<file path="config.mk">
export PLATFORM = sky130hd
export DESIGN_NAME = polygon_outline_interpolator
export DESIGN_NICKNAME = d
export VERILOG_FILES = /design/src/rtl/poi_pkg.sv /design/src/rtl/polygon_outline_interpolator.sv /design/src/rtl/poi_front.sv /design/src/rtl/poi_div.sv /design/src/rtl/poi_dda.sv
export VERILOG_INCLUDE_DIRS = /design/src /design/src/rtl
export SDC_FILE = /design/constraint.sdc
export NUM_CORES = 2
export LEC_CHECK = 0
export BUFFER_PORTS_ARGS = -buffer_cell sky130_fd_sc_hd__buf_4
export CAP_MARGIN = 40
export CORE_UTILIZATION = 30
export DETAILED_ROUTE_END_ITERATION = 12
export PLACE_DENSITY_LB_ADDON = 0.15
export SYNTH_ARGS = -nofsm -noshare
export SYNTH_HDL_FRONTEND = slang
export SYNTH_SLANG_ARGS = --single-unit
</file>
<file path="constraint.sdc">
create_clock -name clk -period 6.75 [get_ports clk]
set_clock_uncertainty 0.2 [all_clocks]
set_input_delay 1.35 -clock clk [delete_from_list [all_inputs] [get_ports clk]]
set_output_delay 1.35 -clock clk [all_outputs]
set_load 0.02 [all_outputs]
</file>
<file path="src/rtl/assert_macros.svh">
// assertion macros shared by the outline interpolator modules
`ifndef ASSERT_MACROS_SVH
`define ASSERT_MACROS_SVH

// same-cycle implication, checked outside reset
`define POI_ASSERT_IMPL(label, ante, cons, msg) \
  label: assert property (@(posedge clk) disable iff (!rst_n) (ante) |-> (cons)) \
    else $error(msg);

// next-cycle implication, checked outside reset
`define POI_ASSERT_NEXT(label, ante, cons, msg) \
  label: assert property (@(posedge clk) disable iff (!rst_n) (ante) |=> (cons)) \
    else $error(msg);

`endif

</file>
<file path="src/rtl/poi_pkg.sv">
// shared types and constants for the polygon outline interpolator
package poi_pkg;

  // default configuration
  localparam int STEPS_DEF      = 40;
  localparam int COORD_BITS_DEF = 24;

  // input operation codes
  localparam logic OP_VERTEX = 1'b0;
  localparam logic OP_CLOSE  = 1'b1;

  // control that travels with one edge job between stages
  typedef struct packed {
    logic vld;
    logic closing;
  } job_ctl_t;

  // divider sequencer
  typedef enum logic [1:0] {
    DIV_IDLE,
    DIV_RUN,
    DIV_DONE
  } div_state_t;

endpackage

</file>
<file path="src/rtl/polygon_outline_interpolator.sv">
// top level of the polygon outline interpolator
//
//  channel  dir  handshake             payload
//  in       in   in_valid / in_stall   in_op, in_vert_x, in_vert_y
//  out      out  out_valid / out_stall out_pt_x, out_pt_y, out_run_last, out_contour_done
//
// an edge beat yields STEPS points, one per cycle from the point generator while out_stall
// does not hold the result register; the next edge job is set up while one is stepping
// the first point of an edge reaches the result register through the front's job
// registers, the divider's job load and reciprocal multiply, then the point generator
// beats that yield no points (first vertex, close with no vertex) queue no edge job
// synchronous active-low reset clears contour, valid and state flags; no clearing pass
// out_stall holds the result register; in_stall rises only when an edge job is
// already waiting behind the divider
module polygon_outline_interpolator import poi_pkg::*; #(
  parameter int STEPS      = STEPS_DEF,
  parameter int COORD_BITS = COORD_BITS_DEF
) (
  input  logic                         clk,
  input  logic                         rst_n,
  input  logic                         in_valid,
  output logic                         in_stall,
  input  logic                         in_op,
  input  logic signed [COORD_BITS-1:0] in_vert_x,
  input  logic signed [COORD_BITS-1:0] in_vert_y,
  output logic                         out_valid,
  input  logic                         out_stall,
  output logic signed [COORD_BITS-1:0] out_pt_x,
  output logic signed [COORD_BITS-1:0] out_pt_y,
  output logic                         out_run_last,
  output logic                         out_contour_done
);

  localparam int CB = COORD_BITS;
  localparam int RW = $clog2(STEPS) + 1;

  // front to divider
  job_ctl_t             job_ctl;
  logic signed [CB-1:0] job_sx, job_sy;
  logic        [CB-1:0] job_mx, job_my;
  logic                 job_negx, job_negy, job_take;

  // divider to point generator
  job_ctl_t             edge_ctl;
  logic signed [CB-1:0] edge_sx, edge_sy;
  logic        [CB-1:0] edge_qmx, edge_qmy;
  logic        [RW-1:0] edge_rmx, edge_rmy;
  logic                 edge_negx, edge_negy, edge_take;

  // contour state and edge setup
  poi_front #(
    .COORD_BITS (COORD_BITS)
  ) u_front (
    .clk       (clk),
    .rst_n     (rst_n),
    .in_valid  (in_valid),
    .in_stall  (in_stall),
    .in_op     (in_op),
    .in_vert_x (in_vert_x),
    .in_vert_y (in_vert_y),
    .job_ctl   (job_ctl),
    .job_sx    (job_sx),
    .job_sy    (job_sy),
    .job_mx    (job_mx),
    .job_my    (job_my),
    .job_negx  (job_negx),
    .job_negy  (job_negy),
    .job_take  (job_take)
  );

  // per-step quotient and remainder of the edge deltas
  poi_div #(
    .STEPS      (STEPS),
    .COORD_BITS (COORD_BITS)
  ) u_div (
    .clk       (clk),
    .rst_n     (rst_n),
    .job_ctl   (job_ctl),
    .job_sx    (job_sx),
    .job_sy    (job_sy),
    .job_mx    (job_mx),
    .job_my    (job_my),
    .job_negx  (job_negx),
    .job_negy  (job_negy),
    .job_take  (job_take),
    .edge_ctl  (edge_ctl),
    .edge_sx   (edge_sx),
    .edge_sy   (edge_sy),
    .edge_qmx  (edge_qmx),
    .edge_qmy  (edge_qmy),
    .edge_rmx  (edge_rmx),
    .edge_rmy  (edge_rmy),
    .edge_negx (edge_negx),
    .edge_negy (edge_negy),
    .edge_take (edge_take)
  );

  // point stepping and result register
  poi_dda #(
    .STEPS      (STEPS),
    .COORD_BITS (COORD_BITS)
  ) u_dda (
    .clk              (clk),
    .rst_n            (rst_n),
    .edge_ctl         (edge_ctl),
    .edge_sx          (edge_sx),
    .edge_sy          (edge_sy),
    .edge_qmx         (edge_qmx),
    .edge_qmy         (edge_qmy),
    .edge_rmx         (edge_rmx),
    .edge_rmy         (edge_rmy),
    .edge_negx        (edge_negx),
    .edge_negy        (edge_negy),
    .edge_take        (edge_take),
    .out_valid        (out_valid),
    .out_stall        (out_stall),
    .out_pt_x         (out_pt_x),
    .out_pt_y         (out_pt_y),
    .out_run_last     (out_run_last),
    .out_contour_done (out_contour_done)
  );

endmodule

</file>
<file path="src/rtl/poi_front.sv">
// input stage: contour state and edge job setup
`include "assert_macros.svh"

module poi_front import poi_pkg::*; #(
  parameter int COORD_BITS = COORD_BITS_DEF
) (
  input  logic                         clk,
  input  logic                         rst_n,
  input  logic                         in_valid,
  output logic                         in_stall,
  input  logic                         in_op,
  input  logic signed [COORD_BITS-1:0] in_vert_x,
  input  logic signed [COORD_BITS-1:0] in_vert_y,
  output job_ctl_t                     job_ctl,
  output logic signed [COORD_BITS-1:0] job_sx,
  output logic signed [COORD_BITS-1:0] job_sy,
  output logic        [COORD_BITS-1:0] job_mx,
  output logic        [COORD_BITS-1:0] job_my,
  output logic                         job_negx,
  output logic                         job_negy,
  input  logic                         job_take
);

  localparam int CB = COORD_BITS;

  logic signed [CB-1:0] first_x_r, first_y_r, prev_x_r, prev_y_r;
  logic                 have_r, have_nxt;
  logic                 job_vld_r, job_vld_nxt;
  logic                 job_cls_r;
  logic signed [CB-1:0] job_sx_r, job_sy_r;
  logic        [CB-1:0] job_mx_r, job_my_r;
  logic                 job_negx_r, job_negy_r;

  logic                 in_acc;
  logic                 emit;
  logic        [CB-1:0] end_x, end_y;
  logic        [CB:0]   dx, dy, dx_abs, dy_abs;

  // one pending job; a new beat waits only while it is still held
  assign in_stall = job_vld_r && !job_take;
  assign in_acc   = in_valid && !in_stall;
  assign emit     = in_acc && have_r;

  // edge end point and signed difference to the previous vertex
  assign end_x  = (in_op == OP_CLOSE) ? first_x_r : in_vert_x;
  assign end_y  = (in_op == OP_CLOSE) ? first_y_r : in_vert_y;
  assign dx     = {end_x[CB-1], end_x} - {prev_x_r[CB-1], prev_x_r};
  assign dy     = {end_y[CB-1], end_y} - {prev_y_r[CB-1], prev_y_r};
  assign dx_abs = dx[CB] ? ((~dx) + {{CB{1'b0}}, 1'b1}) : dx;
  assign dy_abs = dy[CB] ? ((~dy) + {{CB{1'b0}}, 1'b1}) : dy;

  // contour flag and job occupancy
  always_comb begin
    have_nxt = have_r;
    if (in_acc) begin
      have_nxt = (in_op == OP_VERTEX);
    end
    job_vld_nxt = job_vld_r;
    if (emit) begin
      job_vld_nxt = 1'b1;
    end else if (job_take) begin
      job_vld_nxt = 1'b0;
    end
  end

  always_ff @(posedge clk) begin
    if (!rst_n) begin
      have_r    <= 1'b0;
      job_vld_r <= 1'b0;
      first_x_r <= '0;
      first_y_r <= '0;
      prev_x_r  <= '0;
      prev_y_r  <= '0;
    end else begin
      have_r    <= have_nxt;
      job_vld_r <= job_vld_nxt;
      // vertex bookkeeping
      if (in_acc && in_op == OP_VERTEX) begin
        prev_x_r <= in_vert_x;
        prev_y_r <= in_vert_y;
        if (!have_r) begin
          first_x_r <= in_vert_x;
          first_y_r <= in_vert_y;
        end
      end
    end
  end

  // job payload
  always_ff @(posedge clk) begin
    if (emit) begin
      job_sx_r   <= prev_x_r;
      job_sy_r   <= prev_y_r;
      job_mx_r   <= dx_abs[CB-1:0];
      job_my_r   <= dy_abs[CB-1:0];
      job_negx_r <= dx[CB];
      job_negy_r <= dy[CB];
      job_cls_r  <= (in_op == OP_CLOSE);
    end
  end

  assign job_ctl.vld     = job_vld_r;
  assign job_ctl.closing = job_cls_r;
  assign job_sx          = job_sx_r;
  assign job_sy          = job_sy_r;
  assign job_mx          = job_mx_r;
  assign job_my          = job_my_r;
  assign job_negx        = job_negx_r;
  assign job_negy        = job_negy_r;

  `POI_ASSERT_NEXT(a_close_ends_contour, in_acc && in_op == OP_CLOSE, !have_r,
    "contour still open after close beat")

endmodule

</file>
<file path="src/rtl/poi_div.sv">
// constant divider: splits edge magnitudes into step quotient and remainder
`include "assert_macros.svh"

module poi_div import poi_pkg::*; #(
  parameter int STEPS      = STEPS_DEF,
  parameter int COORD_BITS = COORD_BITS_DEF
) (
  input  logic                                clk,
  input  logic                                rst_n,
  input  job_ctl_t                            job_ctl,
  input  logic signed [COORD_BITS-1:0]        job_sx,
  input  logic signed [COORD_BITS-1:0]        job_sy,
  input  logic        [COORD_BITS-1:0]        job_mx,
  input  logic        [COORD_BITS-1:0]        job_my,
  input  logic                                job_negx,
  input  logic                                job_negy,
  output logic                                job_take,
  output job_ctl_t                            edge_ctl,
  output logic signed [COORD_BITS-1:0]        edge_sx,
  output logic signed [COORD_BITS-1:0]        edge_sy,
  output logic        [COORD_BITS-1:0]        edge_qmx,
  output logic        [COORD_BITS-1:0]        edge_qmy,
  output logic        [$clog2(STEPS):0]       edge_rmx,
  output logic        [$clog2(STEPS):0]       edge_rmy,
  output logic                                edge_negx,
  output logic                                edge_negy,
  input  logic                                edge_take
);

  localparam int CB  = COORD_BITS;
  localparam int RW  = $clog2(STEPS) + 1;
  localparam int SH  = $clog2(STEPS);
  localparam int PRW = 2 * CB + SH + 1;
  // ceil(2^(CB+SH) / STEPS): exact quotient for every CB-bit magnitude
  localparam logic [63:0] RECIP_FULL =
    ((64'd1 << (CB + SH)) + 64'(STEPS) - 64'd1) / 64'(STEPS);
  localparam logic [CB:0]   RECIP   = RECIP_FULL[CB:0];
  localparam logic [CB-1:0] STEPS_C = CB'(STEPS);

  div_state_t st_r, st_nxt;
  logic        [CB-1:0]  mx_r, my_r, qx_r, qy_r;
  logic signed [CB-1:0]  sx_r, sy_r;
  logic                  negx_r, negy_r, cls_r;
  logic        [PRW-1:0] prod_x, prod_y;
  logic        [CB-1:0]  back_x, back_y, rem_x, rem_y;

  // next state
  always_comb begin
    st_nxt = st_r;
    case (st_r)
      DIV_IDLE: begin
        if (job_ctl.vld) st_nxt = DIV_RUN;
      end
      DIV_RUN: begin
        st_nxt = DIV_DONE;
      end
      DIV_DONE: begin
        if (edge_take) st_nxt = job_ctl.vld ? DIV_RUN : DIV_IDLE;
      end
      default: st_nxt = DIV_IDLE;
    endcase
  end

  // handshake outputs
  always_comb begin
    job_take         = job_ctl.vld &&
                       (st_r == DIV_IDLE || (st_r == DIV_DONE && edge_take));
    edge_ctl.vld     = (st_r == DIV_DONE);
    edge_ctl.closing = cls_r;
  end

  // quotient by reciprocal multiplication, captured in the run state
  assign prod_x = PRW'(mx_r) * PRW'(RECIP);
  assign prod_y = PRW'(my_r) * PRW'(RECIP);

  // remainder from the registered quotient
  assign back_x = qx_r * STEPS_C;
  assign back_y = qy_r * STEPS_C;
  assign rem_x  = mx_r - back_x;
  assign rem_y  = my_r - back_y;

  always_ff @(posedge clk) begin
    if (!rst_n) begin
      st_r <= DIV_IDLE;
    end else begin
      st_r <= st_nxt;
    end
  end

  // edge job capture, then quotient capture
  always_ff @(posedge clk) begin
    if (job_take) begin
      mx_r   <= job_mx;
      my_r   <= job_my;
      sx_r   <= job_sx;
      sy_r   <= job_sy;
      negx_r <= job_negx;
      negy_r <= job_negy;
      cls_r  <= job_ctl.closing;
    end else if (st_r == DIV_RUN) begin
      qx_r <= prod_x[CB+SH +: CB];
      qy_r <= prod_y[CB+SH +: CB];
    end
  end

  assign edge_sx   = sx_r;
  assign edge_sy   = sy_r;
  assign edge_qmx  = qx_r;
  assign edge_qmy  = qy_r;
  assign edge_rmx  = rem_x[RW-1:0];
  assign edge_rmy  = rem_y[RW-1:0];
  assign edge_negx = negx_r;
  assign edge_negy = negy_r;

  `POI_ASSERT_NEXT(a_done_holds, st_r == DIV_DONE && !edge_take,
    st_r == DIV_DONE && $stable(qx_r) && $stable(mx_r),
    "finished quotient changed before hand-off")
  `POI_ASSERT_IMPL(a_rem_below_steps, st_r == DIV_DONE,
    rem_x < STEPS_C && rem_y < STEPS_C, "remainder not below the step count")

endmodule

</file>
<file path="src/rtl/poi_dda.sv">
// point generator: steps along one edge and drives the result register
`include "assert_macros.svh"

module poi_dda import poi_pkg::*; #(
  parameter int STEPS      = STEPS_DEF,
  parameter int COORD_BITS = COORD_BITS_DEF
) (
  input  logic                         clk,
  input  logic                         rst_n,
  input  job_ctl_t                     edge_ctl,
  input  logic signed [COORD_BITS-1:0] edge_sx,
  input  logic signed [COORD_BITS-1:0] edge_sy,
  input  logic        [COORD_BITS-1:0] edge_qmx,
  input  logic        [COORD_BITS-1:0] edge_qmy,
  input  logic        [$clog2(STEPS):0] edge_rmx,
  input  logic        [$clog2(STEPS):0] edge_rmy,
  input  logic                         edge_negx,
  input  logic                         edge_negy,
  output logic                         edge_take,
  output logic                         out_valid,
  input  logic                         out_stall,
  output logic signed [COORD_BITS-1:0] out_pt_x,
  output logic signed [COORD_BITS-1:0] out_pt_y,
  output logic                         out_run_last,
  output logic                         out_contour_done
);

  localparam int CB = COORD_BITS;
  localparam int RW = $clog2(STEPS) + 1;
  localparam int JW = (STEPS > 1) ? $clog2(STEPS) : 1;
  localparam logic [RW:0] STEPS_W = (RW+1)'(STEPS);

  logic                 act_r, act_nxt;
  logic                 out_vld_r, out_vld_nxt;
  logic [JW-1:0]        j_r;
  logic signed [CB-1:0] sx_r, sy_r;
  logic        [CB-1:0] qmx_r, qmy_r, qx_r, qy_r;
  logic        [RW-1:0] rmx_r, rmy_r, rx_r, ry_r;
  logic                 negx_r, negy_r, cls_r;
  logic signed [CB-1:0] pt_x_r, pt_y_r;
  logic                 run_last_r, done_r;

  logic                 adv, is_last;
  logic        [RW:0]   rsum_x, rsum_y, rdif_x, rdif_y;
  logic                 wrap_x, wrap_y;
  logic        [CB:0]   offx, offy, px_full, py_full;

  // advance when an edge is active and the result register is free
  assign is_last   = (j_r == JW'(STEPS - 1));
  assign adv       = act_r && (!out_vld_r || !out_stall);
  assign edge_take = edge_ctl.vld && (!act_r || (adv && is_last));

  always_comb begin
    act_nxt = act_r;
    if (edge_take) begin
      act_nxt = 1'b1;
    end else if (adv && is_last) begin
      act_nxt = 1'b0;
    end
    out_vld_nxt = out_vld_r;
    if (adv) begin
      out_vld_nxt = 1'b1;
    end else if (!out_stall) begin
      out_vld_nxt = 1'b0;
    end
  end

  // fractional carry: remainder steps by rm, wraps at the step count
  assign rsum_x = {1'b0, rx_r} + {1'b0, rmx_r};
  assign rsum_y = {1'b0, ry_r} + {1'b0, rmy_r};
  assign wrap_x = (rsum_x >= STEPS_W);
  assign wrap_y = (rsum_y >= STEPS_W);
  assign rdif_x = wrap_x ? (rsum_x - STEPS_W) : rsum_x;
  assign rdif_y = wrap_y ? (rsum_y - STEPS_W) : rsum_y;

  // current point: start plus signed offset
  assign offx    = negx_r ? ((~{1'b0, qx_r}) + {{CB{1'b0}}, 1'b1}) : {1'b0, qx_r};
  assign offy    = negy_r ? ((~{1'b0, qy_r}) + {{CB{1'b0}}, 1'b1}) : {1'b0, qy_r};
  assign px_full = {sx_r[CB-1], sx_r} + offx;
  assign py_full = {sy_r[CB-1], sy_r} + offy;

  always_ff @(posedge clk) begin
    if (!rst_n) begin
      act_r     <= 1'b0;
      out_vld_r <= 1'b0;
    end else begin
      act_r     <= act_nxt;
      out_vld_r <= out_vld_nxt;
    end
  end

  // edge registers and step accumulators
  always_ff @(posedge clk) begin
    if (edge_take) begin
      sx_r   <= edge_sx;
      sy_r   <= edge_sy;
      qmx_r  <= edge_qmx;
      qmy_r  <= edge_qmy;
      rmx_r  <= edge_rmx;
      rmy_r  <= edge_rmy;
      negx_r <= edge_negx;
      negy_r <= edge_negy;
      cls_r  <= edge_ctl.closing;
      qx_r   <= '0;
      qy_r   <= '0;
      rx_r   <= '0;
      ry_r   <= '0;
      j_r    <= '0;
    end else if (adv) begin
      qx_r <= qx_r + qmx_r + CB'(wrap_x);
      qy_r <= qy_r + qmy_r + CB'(wrap_y);
      rx_r <= rdif_x[RW-1:0];
      ry_r <= rdif_y[RW-1:0];
      j_r  <= j_r + 1'b1;
    end
  end

  // result register
  always_ff @(posedge clk) begin
    if (adv) begin
      pt_x_r     <= px_full[CB-1:0];
      pt_y_r     <= py_full[CB-1:0];
      run_last_r <= is_last;
      done_r     <= is_last && cls_r;
    end
  end

  assign out_valid        = out_vld_r;
  assign out_pt_x         = pt_x_r;
  assign out_pt_y         = pt_y_r;
  assign out_run_last     = run_last_r;
  assign out_contour_done = done_r;

  `POI_ASSERT_NEXT(a_last_point_marked, adv && is_last, out_vld_r && run_last_r,
    "final point of an edge not marked")
  `POI_ASSERT_IMPL(a_done_on_last, out_vld_r && done_r, run_last_r,
    "contour end flagged on a point that is not the last of its edge")

endmodule

</file>
==> results_dict.tcl <==
set metrics [dict create \
    status "finished with violations" \
    violations "setup timing" \
    path_class "register to register" \
    clk_pin_slew_ns 0.06 \
    cts.path.max_buffers 3 \
    hold_viol_final 0 \
    dpl.hpwl_microns 102000 \
    synth-edff-count 389 \
    final_area_sq_um 55900 \
    synthSimpleGateAreaFrac_pct 7.57 \
    wl_microns 125000 \
    maxCapViolations 0 \
    setup_viol 4 \
    coreArea_sq_um 155000 \
    crit_path_max_fanout 3 \
    slew_headroom_pct 47.5 \
    grt_usage_pct 16.1 \
    dpl-instance-area_sq_um 52500 \
    fp.dieArea_sq_um 158000 \
    power.density_nw_per_um2 283 \
    peakVddDrop_v 0.000178 \
    numCtsBuffers 66 \
    viasPerCell 4.50 \
    async_flop_share_pct 0 \
    layout_commonest_cell "inv_1" \
    synth.ff_latch_count 559 \
    synth-xor-area-share_pct 6.11 \
    synth_fp_nets 5527 \
    muxShareOfSynthArea_pct 1.32 \
    grt_pass1_vias 32900 \
    root_buffer "clkbuf_16" \
    layout_common_cells "740 x inv_1, 641 x ha_1, 445 x buf_4, 405 x fa_1, 389 x edfxtp_1" \
    synth_area_leader_cell "edfxtp_1" \
    whs_ns 0.197 \
    drt-initial-drc-count 1249 \
    yosys_most_used_dff "edfxtp_1" \
    finalMaxSlewViolations 0 \
    synth_compound_area_share_pct 9.58 \
    multiInputGateArea_sq_um 29600 \
    end_kind "register" \
    setup_ws_ns -0.0367 \
    rsz0062_at_grt "yes" \
    die_h_microns 397 \
    syn_to_final_growth_pct 19.2 \
    clkLatencyLatePin_ns 0.65 \
    yosysWarnings 0 \
    cp_data_arrival_time_ns 6.98 \
    period_needed_ns 6.79 \
    post_drt_wl_per_cell_microns 18.1 \
    dr_total_vias 31200 \
    dr.pass1.iters 4 \
    worstPathRequired_ns 6.95 \
    tightest_slew_ns 0.787 \
    synth_area_leaders "edfxtp_1 25%, ha_1 18%, fa_1 18%, dfxtp_1 7.3%, inv_1 6.0%" \
    drcViolationCount 0 \
    seq_area_frac_synth_pct 32.2 \
    port_buffers 104 \
    clkSinkCount 559 \
    nNetsFinal 5985 \
    yosys.area_share.adder_pct 36.6 \
    synth_cell_types 71 \
    cts-htree-levels 3 \
    grt_pass1_wl_microns 194000 \
    postRouteAntennaNets 0 \
    start_kind "register" \
    start_util_pct 30.3 \
    cts_tree "yes" \
    synth_top_area_share_pct 24.9 \
    gp_congestion 0.866 \
    finalCritPeriodShare_pct 101 \
    syn_avg_cell_area_sq_um 10.8 \
    synth.cell_area_sq_um 46900 \
    grt-ovfl-total 0 \
    die_w_microns 397 \
    rows 144 \
    seqCellArea_sq_um 15100 \
    worstHoldPathType "register to register" \
    hold_buffers 0 \
    drive_gt1_share_pct 16.3 \
    antenna_found_initial 9 \
    synth_cells 4359 \
    synth_top_family_by_area "adder cells" \
    leakage_nw 25.1 \
    grt_max_degree 90 \
    nFillCells 15700 \
    io_pins 105 \
    max_freq_mhz 147 \
]
final timing paths:
check,cells after the start,slack (ns),end,from
hold reg to reg,0,0.20,u_dda.sy_r[1],u_div.edge_sy[1]
setup / recovery,26,-0.04,u_div.edge_qmx[14],u_div.mx_r[10]
setup reg to reg,26,-0.04,u_div.edge_qmx[14],u_div.mx_r[10]
hold / removal,0,0.20,u_dda.sy_r[1],u_div.edge_sy[1]
metrics by stage:
step	TNS [ns]	std cells	utilization, %	setup WS [ns]	power [mW]
finish	-0.0815	6917	36.2	-0.0367	15.9
global route	-3.12	6914	36.2	-0.339	17.1
CTS	-0.400	6899	35.9	-0.149	16.0
floorplan	0	4359	-	0.0142	9.13
detailed placement	-3.98	6755	34.0	-0.381	11.9
global placement	-3.25	6754	34.0	-0.349	11.9
worst max-delay path, cell delays in order (launching register included):
cell and delay [ns]:
edfxtp_1 0.50, ha_4 0.29, fa_1 0.50, inv_2 0.04, fa_2 0.59, fa_2 0.43
fa_1 0.49, inv_1 0.05, fa_1 0.47, inv_1 0.05, fa_1 0.47, inv_1 0.04
ha_2 0.16, a21o_1 0.17, a31o_2 0.22, a21oi_2 0.13, o211ai_1 0.09, o21ai_1 0.13
buf_4 0.17, o211ai_1 0.10, buf_4 0.17, a221o_1 0.35, buf_6 0.13, a21o_1 0.17
a21oi_2 0.15, o21ba_2 0.19, xnor2_2 0.06
cell usage after synthesis, types with 6 or more instances:
| library cell | number |
|---|---|
| nand3_1 | 37 |
| nand2b_1 | 29 |
| a41oi_1 | 6 |
| a211oi_1 | 17 |
| o41ai_1 | 10 |
| o21bai_1 | 25 |
| nor2_1 | 150 |
| dfxtp_1 | 170 |
| o21ai_0 | 100 |
| a31oi_1 | 18 |
| nor3_1 | 50 |
| inv_1 | 756 |
| mux2_2 | 46 |
| a21o_1 | 92 |
| a21oi_1 | 189 |
| nand2_1 | 371 |
| o2111ai_1 | 6 |
| o31ai_1 | 23 |
| xor2_1 | 105 |
| and3_1 | 17 |
| or3_1 | 22 |
| o21a_1 | 40 |
| ha_1 | 687 |
| fa_1 | 428 |
| xnor2_1 | 222 |
| o211ai_1 | 11 |
| a21boi_0 | 99 |
| nor2b_1 | 21 |
| a31o_2 | 6 |
| buf_1 | 10 |
| nand4_1 | 25 |
| mux2i_1 | 10 |
| and2_1 | 14 |
| edfxtp_1 | 389 |
| or2_2 | 11 |
| a2111oi_0 | 6 |
| clkbuf_1 | 67 |
| or4_1 | 10 |
what timing repair did:
action,CTS,global route
gates resized for setup,108,70
setup endpoints to repair,18,23
pin swaps,64,51
setup buffers,26,16
kinds of logic after synthesis:
| group | Yosys count |
|---|---|
| XOR/XNOR | 327 |
| buffers and inverters | 834 |
| flip-flops | 559 |
| AND/OR/NAND/NOR | 784 |
| adder cells (fa/ha/maj) | 1115 |
| multiplexers | 56 |
| AO/OA/AOI/OAI | 684 |
final cells by class:
type / instances / share of cell area, %
Multi-Input combinational cell: 2966 / 52.9
Sequential cell: 559 / 27.0
Timing Repair Buffer: 468 / 6.53
Inverter: 756 / 5.09
Tap cell: 2044 / 4.57
Clock buffer: 77 / 3.03
Clock inverter: 44 / 0.924
Antenna cell: 3 / 0.0134
report_power, final:
group	internal, mW	switching, mW
combinational	3.63	4.30
clock	2.11	1.56
sequential	4.06	0.192
total	9.80	6.05
sequential cells by signal, indices dropped and copies added, names as in the netlist, 19 cells and up:
name               count
u_div.my_r            24
u_div.edge_qmy        19
u_div.edge_sy         24
u_dda.out_pt_x        24
u_div.edge_qmx        19
u_dda.qmx_r           19
u_front.prev_x_r      24
u_dda.qx_r            24
u_front.job_mx        24
u_div.mx_r            24
u_div.edge_sx         24
u_dda.out_pt_y        24
u_dda.sy_r            24
u_front.first_y_r     24
u_dda.sx_r            24
u_dda.qmy_r           19
u_front.first_x_r     24
u_front.prev_y_r      24
u_dda.qy_r            24
u_front.job_my        24
u_front.job_sx        24
u_front.job_sy        24
routing by layer:
metal / share of wire (%) / vias to the layer above / track usage, % / wire length (microns)
met4: 1.9 / 0 / 3.70 / 2390
met1: 48 / 15100 / 22.2 / 60400
met5: 0 / - / 0 / 0
met2: 47 / 378 / 26.5 / 58300
met3: 3.1 / 124 / 2.16 / 3930
li1: - / 15500 / - / -
Note: power is estimated with default switching activity, not from simulation.
